File: config.mk
export PLATFORM = sky130hd
export DESIGN_NAME = positional_list_engine
export DESIGN_NICKNAME = d
export VERILOG_FILES = /design/src/design/ple_pkg.sv /design/src/design/ple_cell.sv /design/src/design/positional_list_engine.sv
export SDC_FILE = /design/constraint.sdc
export NUM_CORES = 2
export LEC_CHECK = 0
export BUFFER_PORTS_ARGS = -buffer_cell sky130_fd_sc_hd__buf_2
export CAP_MARGIN = 40
export CORE_UTILIZATION = 45
export DETAILED_ROUTE_END_ITERATION = 8
export GPL_TIMING_DRIVEN = 0
export HOLD_SLACK_MARGIN = 0.08
export PLACE_DENSITY = 0.62
export SKIP_CTS_REPAIR_TIMING = 1
export SYNTH_ARGS = -nofsm -noshare
export SYNTH_HDL_FRONTEND = slang
export SYNTH_SLANG_ARGS = --single-unit
File: constraint.sdc
create_clock -name clk -period 7.7 [get_ports clk]
set_input_delay 0.385 -clock clk [delete_from_list [all_inputs] [get_ports clk]]
set_output_delay 0.385 -clock clk [all_outputs]
set_load 0.05 [all_outputs]
File: src/design/ple_pkg.sv
// Shared types and constants for the positional list engine.
package ple_pkg;

	localparam int DATA_W           = 32;
	localparam int POS_W            = 5;
	localparam int COUNT_OUT_W      = 5;
	localparam int CAPACITY_DEFAULT = 16;

	typedef enum logic [2:0] {
		CMD_INS_FRONT = 3'd0,
		CMD_INS_BACK  = 3'd1,
		CMD_INS_AT    = 3'd2,
		CMD_DEL_FRONT = 3'd3,
		CMD_DEL_BACK  = 3'd4,
		CMD_DEL_AT    = 3'd5,
		CMD_SEARCH    = 3'd6
	} cmd_t;

	typedef enum logic [1:0] {
		ST_OK     = 2'd0,
		ST_EMPTY  = 2'd1,
		ST_BADPOS = 2'd2,
		ST_FULL   = 2'd3
	} status_t;

	typedef enum logic [1:0] {
		S_IDLE,
		S_EXEC,
		S_REPORT
	} state_t;

	// Broadcast control from the sequencer to every cell.
	typedef struct packed {
		logic ins;
		logic del;
		logic search;
	} cell_ctl_t;

	typedef struct packed {
		logic [2:0]               command;
		logic signed [DATA_W-1:0] value;
		logic [POS_W-1:0]         position;
	} cmd_word_t;

	typedef struct packed {
		logic [1:0]               status;
		logic                     found;
		logic [COUNT_OUT_W-1:0]   count;
		logic signed [DATA_W-1:0] last_value;
		logic                     last_valid;
		logic signed [DATA_W-1:0] before_last_value;
		logic                     before_last_valid;
	} res_word_t;

endpackage

File: src/design/ple_cell.sv
// One storage cell of the list chain, holding a single entry.
module ple_cell import ple_pkg::*; #(
	parameter int IDX   = 0,
	parameter int CNT_W = 5
) (
	input  logic                     clk,
	input  cell_ctl_t                ctl,
	input  logic [CNT_W-1:0]         k,
	input  logic [CNT_W-1:0]         cnt,
	input  logic signed [DATA_W-1:0] value,
	input  logic signed [DATA_W-1:0] lower,
	input  logic signed [DATA_W-1:0] upper,
	output logic signed [DATA_W-1:0] data,
	output logic                     match
);

	localparam logic [CNT_W-1:0] MY_IDX = CNT_W'(IDX);

	logic signed [DATA_W-1:0] data_q;
	logic                     match_q;
	logic                     occupied;

	assign occupied = MY_IDX < cnt;

	// Cells above the insertion point take their lower neighbour; from the
	// deletion point upwards they take their upper neighbour.
	always_ff @(posedge clk) begin
		if (ctl.ins) begin
			if (MY_IDX > k) begin
				data_q <= lower;
			end else if (MY_IDX == k) begin
				data_q <= value;
			end
		end else if (ctl.del) begin
			if (MY_IDX >= k) begin
				data_q <= upper;
			end
		end
	end

	always_ff @(posedge clk) begin
		if (ctl.search) begin
			match_q <= occupied && (data_q == value);
		end
	end

	assign data  = data_q;
	assign match = match_q;

endmodule

File: src/design/positional_list_engine.sv
// Top level of the positional list engine: sequencer and chain of list cells.
//
// The engine keeps a bounded ordered list of signed 32-bit values in a chain of
// CAPACITY identical cells. The list is held back to front: cell 0 always holds
// the last entry and cell 1 the entry before it, so the two values reported with
// every result come from fixed places. An insert or delete shifts the cells on
// one side of the affected place by one step towards their neighbour, all cells
// at once, and a search compares every occupied cell in parallel. Each command
// word yields exactly one result word. The result is offered once the command
// has passed the sequencer: the word is captured at acceptance, the cells
// shift or compare in the executing phase, and in the reporting phase the match
// flags are combined and the result register is loaded, which waits while an
// earlier result is still stalled in it. The small sequencer steps through
// three phases (waiting for a word, executing, reporting) and takes no new
// command until the last result has been loaded. A new command is taken while an
// earlier result still waits in the output register. Entries have no reset
// value; reset clears the count, the sequencer state and the result valid flag.
module positional_list_engine import ple_pkg::*; #(
	parameter int CAPACITY = CAPACITY_DEFAULT
) (
	input  logic      clk,
	input  logic      arst_n,
	input  logic      cmd_valid,
	output logic      cmd_stall,
	input  cmd_word_t cmd_word,
	output logic      res_valid,
	input  logic      res_stall,
	output res_word_t res_word
);

	localparam int CNT_W = $clog2(CAPACITY + 1);
	localparam int CMP_W = ((CNT_W > POS_W) ? CNT_W : POS_W) + 1;
	localparam logic [CNT_W-1:0] CNT_FULL = CNT_W'(CAPACITY);
	localparam logic [CNT_W-1:0] CNT_TWO  = CNT_W'(2);

	state_t state_q, state_d;

	// Command captured at acceptance.
	cmd_t                     cmd_q;
	logic signed [DATA_W-1:0] value_q;
	logic [POS_W-1:0]         pos_q;

	logic [CNT_W-1:0] cnt_q;
	status_t          status_q;

	logic      res_valid_q;
	res_word_t res_q;

	// Sequencer outputs.
	logic accept;
	logic exec_en;
	logic report_en;

	// Decoded command.
	status_t          status_d;
	logic             do_ins;
	logic             do_del;
	logic [CMP_W-1:0] k_x;
	logic [CMP_W-1:0] cnt_x;
	logic [CMP_W-1:0] pos_x;
	logic [CNT_W-1:0] k;
	cell_ctl_t        ctl;

	logic signed [DATA_W-1:0] cell_data [CAPACITY];
	logic [CAPACITY-1:0]      cell_match;

	logic             found;
	logic             last_ok;
	logic             before_last_ok;
	logic [CMP_W-1:0] cnt_out;
	res_word_t        res_d;

	// Next-state logic of the sequencer.
	always_comb begin
		state_d = state_q;
		unique case (state_q)
			S_IDLE: begin
				if (cmd_valid) begin
					state_d = S_EXEC;
				end
			end
			S_EXEC: begin
				state_d = S_REPORT;
			end
			S_REPORT: begin
				if (!res_valid_q || !res_stall) begin
					state_d = S_IDLE;
				end
			end
			default: begin
				state_d = S_IDLE;
			end
		endcase
	end

	// Output logic of the sequencer.
	always_comb begin
		cmd_stall = 1'b1;
		exec_en   = 1'b0;
		report_en = 1'b0;
		unique case (state_q)
			S_IDLE: begin
				cmd_stall = 1'b0;
			end
			S_EXEC: begin
				exec_en = 1'b1;
			end
			S_REPORT: begin
				report_en = !res_valid_q || !res_stall;
			end
			default: begin
				cmd_stall = 1'b1;
			end
		endcase
	end

	assign accept = cmd_valid && !cmd_stall;

	always_ff @(posedge clk or negedge arst_n) begin
		if (!arst_n) begin
			state_q <= S_IDLE;
		end else begin
			state_q <= state_d;
		end
	end

	always_ff @(posedge clk) begin
		if (accept) begin
			cmd_q   <= cmd_t'(cmd_word.command);
			value_q <= cmd_word.value;
			pos_q   <= cmd_word.position;
		end
	end

	// Decode the command against the current count. The cell index k is the
	// place of the change counted from the back of the list.
	assign cnt_x = CMP_W'(cnt_q);
	assign pos_x = CMP_W'(pos_q);

	always_comb begin
		status_d = ST_OK;
		do_ins   = 1'b0;
		do_del   = 1'b0;
		k_x      = '0;
		unique case (cmd_q)
			CMD_INS_FRONT: begin
				if (cnt_q == CNT_FULL) begin
					status_d = ST_FULL;
				end else begin
					do_ins = 1'b1;
					k_x    = cnt_x;
				end
			end
			CMD_INS_BACK: begin
				if (cnt_q == CNT_FULL) begin
					status_d = ST_FULL;
				end else begin
					do_ins = 1'b1;
				end
			end
			CMD_INS_AT: begin
				if (cnt_q == CNT_FULL) begin
					status_d = ST_FULL;
				end else if (pos_x == '0 || pos_x > cnt_x + CMP_W'(1)) begin
					status_d = ST_BADPOS;
				end else begin
					do_ins = 1'b1;
					k_x    = cnt_x + CMP_W'(1) - pos_x;
				end
			end
			CMD_DEL_FRONT: begin
				if (cnt_q == '0) begin
					status_d = ST_EMPTY;
				end else begin
					do_del = 1'b1;
					k_x    = cnt_x - CMP_W'(1);
				end
			end
			CMD_DEL_BACK: begin
				if (cnt_q == '0) begin
					status_d = ST_EMPTY;
				end else begin
					do_del = 1'b1;
				end
			end
			CMD_DEL_AT: begin
				if (cnt_q == '0) begin
					status_d = ST_EMPTY;
				end else if (pos_x == '0 || pos_x > cnt_x) begin
					status_d = ST_BADPOS;
				end else begin
					do_del = 1'b1;
					k_x    = cnt_x - pos_x;
				end
			end
			default: begin
				status_d = ST_OK;
			end
		endcase
	end

	assign k          = k_x[CNT_W-1:0];
	assign ctl.ins    = exec_en && do_ins;
	assign ctl.del    = exec_en && do_del;
	assign ctl.search = exec_en;

	always_ff @(posedge clk or negedge arst_n) begin
		if (!arst_n) begin
			cnt_q <= '0;
		end else if (ctl.ins) begin
			cnt_q <= cnt_q + CNT_W'(1);
		end else if (ctl.del) begin
			cnt_q <= cnt_q - CNT_W'(1);
		end
	end

	always_ff @(posedge clk) begin
		if (exec_en) begin
			status_q <= status_d;
		end
	end

	// The chain of cells; the ends see zero from their missing neighbour.
	for (genvar r = 0; r < CAPACITY; r++) begin : g_cell
		logic signed [DATA_W-1:0] lower;
		logic signed [DATA_W-1:0] upper;

		if (r == 0) begin : g_first
			assign lower = '0;
		end else begin : g_lower
			assign lower = cell_data[r-1];
		end

		if (r == CAPACITY - 1) begin : g_last
			assign upper = '0;
		end else begin : g_upper
			assign upper = cell_data[r+1];
		end

		ple_cell #(
			.IDX   (r),
			.CNT_W (CNT_W)
		) u_cell (
			.clk   (clk),
			.ctl   (ctl),
			.k     (k),
			.cnt   (cnt_q),
			.value (value_q),
			.lower (lower),
			.upper (upper),
			.data  (cell_data[r]),
			.match (cell_match[r])
		);
	end

	// Result assembly: the match flags were registered in the cells, and the
	// back of the list sits in the two lowest cells.
	assign found          = (cmd_q == CMD_SEARCH) && (|cell_match);
	assign last_ok        = cnt_q != '0;
	assign before_last_ok = cnt_q >= CNT_TWO;
	assign cnt_out        = CMP_W'(cnt_q);

	always_comb begin
		res_d.status            = status_q;
		res_d.found             = found;
		res_d.count             = cnt_out[COUNT_OUT_W-1:0];
		res_d.last_value        = last_ok ? cell_data[0] : '0;
		res_d.last_valid        = last_ok;
		res_d.before_last_value = before_last_ok ? cell_data[1] : '0;
		res_d.before_last_valid = before_last_ok;
	end

	always_ff @(posedge clk or negedge arst_n) begin
		if (!arst_n) begin
			res_valid_q <= 1'b0;
		end else if (report_en) begin
			res_valid_q <= 1'b1;
		end else if (!res_stall) begin
			res_valid_q <= 1'b0;
		end
	end

	always_ff @(posedge clk) begin
		if (report_en) begin
			res_q <= res_d;
		end
	end

	assign res_valid = res_valid_q;
	assign res_word  = res_q;

endmodule

-- Word-level counts from Yosys, hierarchy flattened
Cells that the tools add are included.
- equality and inequality tests: 59
- multiplexer cells: 112
- reductions and logical operators: 68
- $lt $le $gt $ge: 51
- add/subtract/negate cells: 6
- operator list (kind ; count):
    $mux 32 ; 80
    $eq 32x32->1 ; 16
    $ne 3x1->1 const B ; 16
    $reduce_and 3->1 ; 16
    $eq 4x5->1 const A ; 8
    $ge 4x5->1 const A ; 8
    $gt 4x5->1 const A ; 8
    $lt 4x5->1 const A ; 8
    $mux 5 ; 8
    $reduce_bool 2->1 ; 17
    $eq 3x5->1 const A ; 4
    $ge 3x5->1 const A ; 4
    $gt 3x5->1 const A ; 4
    $logic_and 1x1->1 ; 20
    $lt 3x5->1 const A ; 4
    $pmux 5 s4 ; 1
    $reduce_or 16->1 ; 1
    $mux 2 ; 7
    $mux 1 ; 12
    $eq 2x5->1 const A ; 2
    $ge 1x5->1 const A ; 2
    $ge 2x5->1 const A ; 2
    $gt 1x5->1 const A ; 2
    $gt 2x5->1 const A ; 2
    other kinds (30) ; 44
- output and inout bits: 76
- word-level logic and storage cells: 342
- input bits: 44
- bits in registers: 652

-- Depth between registers and ports, before layout
- depth in word-level cells: 10
- mapped depth: 18
- depth with buffers taken out: 11

-- Hierarchy
Synthesis repeated with hierarchy kept, for this count alone.
- cell total of the unflattened synthesis: 3329
- area, all modules: 37922.6 um^2
- modules (own cells, without submodules) (module ; cells an instance ; seq. area each (um^2) ; area an instance (um^2) ; instances):
    positional_list_engine ; 364 ; 3683.5 ; 5313.8 ; 1
    ple_cell (g_cell[10].u_cell) ; 189 ; 991.0 ; 2100.8 ; 1
    ple_cell (g_cell[13].u_cell) ; 187 ; 991.0 ; 2074.5 ; 1
    ple_cell (g_cell[12].u_cell) ; 188 ; 991.0 ; 2065.7 ; 1
    ple_cell (g_cell[8].u_cell) ; 187 ; 991.0 ; 2059.5 ; 1
    ple_cell (g_cell[1].u_cell) ; 188 ; 991.0 ; 2058.2 ; 1
    ple_cell (g_cell[14].u_cell) ; 186 ; 991.0 ; 2057.0 ; 1
    ple_cell (g_cell[6].u_cell) ; 187 ; 991.0 ; 2054.5 ; 1
    ple_cell (g_cell[4].u_cell) ; 188 ; 991.0 ; 2050.7 ; 1
    ple_cell (g_cell[15].u_cell) ; 186 ; 991.0 ; 2049.5 ; 1
    ple_cell (g_cell[5].u_cell) ; 189 ; 991.0 ; 2049.5 ; 1
    ple_cell (g_cell[2].u_cell) ; 187 ; 991.0 ; 2044.5 ; 1
    ple_cell (g_cell[3].u_cell) ; 186 ; 991.0 ; 2043.2 ; 1
    ple_cell (g_cell[11].u_cell) ; 188 ; 991.0 ; 2042.0 ; 1
    3 more rows ; - ; - ; - ; -

-- Least setup slack after synthesis
No wires, ideal clock.
- path kind: register to register
- from: register cnt_q[2]
- to: register g_cell[9].u_cell.data_q[0], enable pin
- data required time: 7230 ps
- clock period less this slack: 5965 ps
- arrival: 5495 ps
- cell stages (with the launch flop): 15
- slack: 1735 ps
- path buffers: 5
- library setup time: 470 ps
- cell sequence: dfrtp_1 buf_2 clkbuf_1 nand3_1 xnor2_1 ha_1 and3_1 o21a_1 o21a_1 buf_2 o32a_1 buf_2 and2_1 clkbuf_1 a211oi_1
- longest elaborated chain between the ends: 9
- elaborated cells on any way between the ends: 34
- classes of those cells: 4 x add/sub; 4 x order compare; 3 x eq/ne; 15 x mux; 8 x reduce/logical
- ends and longest elaborated chain (what ; RTL line ; text):
    start: declaration ; positional_list_engine.sv:43 ; logic [CNT_W-1:0] cnt_q;
    start signal: assignment ; positional_list_engine.sv:211 ; cnt_q <= cnt_q + CNT_W'(1);
    start signal: assignment ; positional_list_engine.sv:213 ; cnt_q <= cnt_q - CNT_W'(1);
    $add 5x1->6 ; positional_list_engine.sv:168 ; k_x = cnt_x + CMP_W'(1) - pos_x;
    $gt 5x6->1 ; positional_list_engine.sv:164 ; end else if (pos_x == '0 || pos_x > cnt_x + CMP_W'(1)) begin
    $logic_or 1x1->1 ; positional_list_engine.sv:164 ;
    $mux 5 / $mux 1 (equally long branches) ; positional_list_engine.sv:164 ;
    $mux 5 / $mux 1 (equally long branches) ; positional_list_engine.sv:162 ; if (cnt_q == CNT_FULL) begin
    $pmux 5 s4 / $pmux 1 s2 (equally long branches) ; positional_list_engine.sv:145 ; unique case (cmd_q)
    $gt 4x5->1 (tied with other cells) ; ple_cell.sv:29 ; if (MY_IDX > k) begin
    $ne 3x1->1 (no source line) / $reduce_bool 2->1 (equally long branches) ; - ;
    $reduce_and 3->1 (no source line) * ; - ;
    end signal: assignment ; ple_cell.sv:30 ; data_q <= lower;
    end signal: assignment ; ple_cell.sv:32 ; data_q <= value;
    end signal: assignment ; ple_cell.sv:36 ; data_q <= upper;
    end: declaration ; ple_cell.sv:19 ; logic signed [DATA_W-1:0] data_q;
Every way passes the cells marked *; elsewhere a longest branch is shown, timed or not.
A chain may end at the register's enable or synchronous reset.

-- Worst setup path in the final report
- from: register cnt_q[2]
- to: register g_cell[11].u_cell.data_q[3], enable pin
- longest elaborated chain between the ends: 9
- elaborated cells on any way between the ends: 34
- classes of those cells: 4 x add/sub; 4 x order compare; 3 x eq/ne; 15 x mux; 8 x reduce/logical
- ends and longest elaborated chain (what ; RTL line):
    $add 5x1->6 ; positional_list_engine.sv:168
    $gt 5x6->1 ; positional_list_engine.sv:164
    $logic_or 1x1->1 ; positional_list_engine.sv:164
    $mux 5 / $mux 1 (equally long branches) ; positional_list_engine.sv:164
    $mux 5 / $mux 1 (equally long branches) ; positional_list_engine.sv:162
    $pmux 5 s4 / $pmux 1 s2 (equally long branches) ; positional_list_engine.sv:145
    $gt 4x5->1 (tied with other cells) ; ple_cell.sv:29
    $ne 3x1->1 (no source line) / $reduce_bool 2->1 (equally long branches) ; -
    $reduce_and 3->1 (no source line) * ; -
    end signal: assignment ; ple_cell.sv:30
    end signal: assignment ; ple_cell.sv:32
    end signal: assignment ; ple_cell.sv:36
    end: declaration ; ple_cell.sv:19
Marked as above.

==> results.md <==
| Quantity | This run |
|---|---|
| Fin. max-slew vios | 0 |
| Worst reg2reg startpoint | cnt_q[2] |
| Routability congestion estimate | 1.137 |
| Wire length of the first global-routing pass | 337.9 mm |
| Initial Utilization | 45.49% |
| Post-synthesis net count | 4223 |
| Clock Sink Count | 652 |
| Leakage component of the power | 17.37 nW |
| Rel. slew slack | 27.06% |
| Met1 track demand over resource in global routing | 67.34% |
| Total power | 18.52 mW |
| Count of endpoints failing setup in the final report | 0 |
| Post-route non-filler standard cell count | 5824 |
| YS warnings | 0 |
| Post-synth design cell area | 41010 sq um |
| Fraction of layout instances using a drive strength above 1 | 11.33% |
| Max rail drop VDD | 0.2316 mV |
| Sum of net half-perimeters after detailed placement | 199.6 mm |
| Final hold vios | 0 |
| Data required time at the worst endpoint | 8.14 ns |
| Setup repair after global routing missed its margin | false |
| Run status | complete, no violations |
| Wire length per cell after detailed routing | 44.53 microns |
| Startpoint kind of the worst setup timing path | register |
| Area contributors post-synth | edfxtp_1 47%, xor2_1 6.8%, nand4_1 4.4%, xnor2_1 4.3%, nand2_1 4.2% |
| Count of vias placed by the detailed router | 42761 |
| Worst-path maximum fanout | 10 |
| Layout fillers | 8179 |
| Portion of synthesized cell area occupied by the leading cell type | 47.16% |
| Router iterations before antenna repair | 9 |
| Areal power density over the cells | 381.7 nW/um^2 |
| Clock-pin slew on the worst setup and hold paths | 0.05 ns |
| Global-route usage over all layers | 54.67% |
| Via-per-instance ratio | 7.342 |
| Detailed router's first-iteration violation count | 9046 |
| Max-cap violations | 0 |
| Worst path arrival time | 8.11 ns |
| Type of element capturing the critical path | register |
| Layout-stage area growth over the synthesis result | 18.34% |
| Startpoint of the worst setup timing path | cnt_q[2] |
| Io pins | 120 |
| DRC Markers | 0 |
| Routed Wire Length | 259.4 mm |
| Met2 demand-to-capacity share in global routing | 68.52% |
| Ys flop type | edfxtp_1 |
| CTS H-Tree Depth | 3 |
| Number of buffer cells added on primary ports | 119 |
| Cell accounting for the most synthesized area | edfxtp_1 |
| Die outline area | 92330 sq um |
| # rows | 110 |
| Actual transition at the worst max-transition pin | 1.094 ns |
| Clock tree from TritonCTS | done |
| Post-synthesis cell type count | 68 |
| Worst skew pair latency | 0.71 ns |
| Clock Path Buffers | 3 |
| Final clock skew | 0.05128 ns |
| Met3 global-route usage | 31.00% |
| Post-synth EDFFs | 644 |
| Setup CP Type | register to register |
| Antenna violations before repair | 20 |
| Post-route minimum period | 7.671 ns |
| Height of the die | 303.9 microns |
| Pin count of the biggest net entering global routing | 32 |
| Die width | 303.9 microns |
| Yosys reg bits | 652 |
| Area of the core | 90150 sq um |
| Placed cell count | 5602 |
| Fin nets | 4628 |
| Class of the tightest hold or removal check | primary input to async pin |
| Final cycle utilization of the critical path | 99.62% |
| Cells after Synth | 4160 |
| Overflow after GRT | 0 |
| Most used routing layer in global routing | met2 |
| Root buf cell | clkbuf_16 |
| Number of nets with antenna violations after routing | 0 |
| Synth async-reset ratio | 1.227% |
| Syn Area/Cell | 9.857 sq um |
| Fraction of the yosys area taken by sequential cells | 47.65% |
| Total clock buffers created by CTS | 78 |
| Via count of the first global-routing pass | 38496 |
| Hold Worst Slack | 0.09385 ns |
| Fin util | 53.83% |
| Upper clock frequency limit | 130.4 MHz |
==> cell type report <==
cell class | count | area [sq um] | area share (%)
Tap cell | 1176 | 1471 | 3.032
Buffer | 473 | 1904 | 3.924
Sequential cell | 652 | 19540 | 40.26
Timing Repair Buffer | 325 | 3151 | 6.492
Inverter | 77 | 289.0 | 0.5956
Clock inverter | 43 | 536.8 | 1.106
Clock buffer | 97 | 2086 | 4.298
Antenna cell | 23 | 57.56 | 0.1186
Multi-Input combinational cell | 2958 | 19490 | 40.17
==> per-stage QoR <==
step           setup TNS (ns)  setup slack [ns]  cell area, sq um
4_1_cts              -0.01073         -0.003631             47790
3_5_place_dp                0          0.007977             45170
6_report                    0           0.02898             48530
2_1_floorplan               0             1.735             41010
5_1_grt                     0            0.1647             48480
3_3_place_gp          -963.96            -3.447             43070
==> cells by family after synthesis <==
kind of cell    count (synthesis)  synth area share (%)
mux                            65                 1.587
fa+ha+maj                      19                0.6164
flops                         652                 47.65
simple gates                 1427                 17.32
xor+xnor                      520                 11.11
buf+inv                       550                 5.251
compound gates                927                 16.47
==> flip-flops by register name, indices dropped and copies added, names as in the netlist <==
register,cells
cnt_q,5
pos_q,5
g_cell.u_cell.match,16
res_word,74
cmd_q,3
value_q,32
status_q,2
g_cell.u_cell.data,512
res_valid,1
state_q,2
==> synth_stat cells (all sizes together), types with 36 or more instances <==
cell type and count:
buf 110, nor2 223, and2 38, or4 39, nand4 289, nand3 54, xor2 317, a21oi 75
nand2 459, edfxtp 644, o31ai 167, a31oi 164, a211o 91, o211ai 188, mux2i 65, o21ai 78
xnor2 203, nor3 124, nor4 134, nor2b 39, clkbuf 363, inv 77, a221o 36
==> power breakdown <==
| part | internal, mW | total [mW] | switching (mW) | leakage (nW) |
|---|---|---|---|---|
| sequential | 5.06 | 6.09 | 1.03 | 6.03 |
| combinational | 2.30 | 8.45 | 6.15 | 10.1 |
| clock | 2.29 | 3.98 | 1.68 | 1.28 |
==> critical path, stage by stage (launching register included) <==
cell and delay, ns:
dfrtp_1 0.51, buf_2 0.27, clkbuf_1 0.71, nand3_2 0.55, xnor2_1 0.54, ha_1 0.36, and3_1 0.19, a32oi_1 0.23
o21a_1 0.14, buf_2 0.22, o32a_1 0.70, buf_2 0.57, and2_1 0.21, clkbuf_1 0.31, buf_8 0.24, clkbuf_2 0.67
nor3_4 0.20, buf_6 0.22, buf_4 0.18, buf_4 0.20, buf_6 0.16
==> placed cells by master (no fill, tap or decap), types with 32 or more instances in the layout <==
| cell | n |
|---|---|
| buf_2 | 189 |
| edfxtp_1 | 644 |
| nor2b_1 | 37 |
| o31ai_1 | 167 |
| buf_4 | 34 |
| nand4_1 | 289 |
| clkbuf_16 | 80 |
| nand3_1 | 53 |
| a221oi_1 | 32 |
| inv_1 | 76 |
| nor4_1 | 133 |
| buf_6 | 47 |
| or4_1 | 39 |
| clkbuf_1 | 350 |
| xor2_1 | 317 |
| buf_8 | 60 |
| dlygate4sd3_1 | 43 |
| a211o_1 | 91 |
| xnor2_1 | 203 |
| a221o_1 | 36 |
| and2_1 | 38 |
| buf_1 | 41 |
| nand2_1 | 459 |
| nor2_1 | 217 |
| mux2i_1 | 65 |
| nor3_1 | 114 |
| o21ai_0 | 74 |
| a31oi_1 | 164 |
| a21oi_1 | 72 |
| o211ai_1 | 187 |
==> worst paths after layout <==
kind | end | slack, ns | depth (start not counted)
max | g_cell[11].u_cell.data[3] | 0.03 | 20
max in group asynchronous | cnt_q[1] | 7.44 | 2
min | state_q[0] | 0.09 | 2
min reg2reg | res_word[72] | 0.42 | 0
max reg2reg | g_cell[11].u_cell.data[3] | 0.03 | 20
min in group clk | value_q[3] | 0.38 | 2
==> layer usage <==
layer / vias up / routed length [microns]
li1: 16650 / -
met4: 28 / 25160
met1: 20609 / 91380
met2: 4455 / 94580
met3: 1019 / 47960
met5: - / 276
Power figures use the tool's default switching activity.
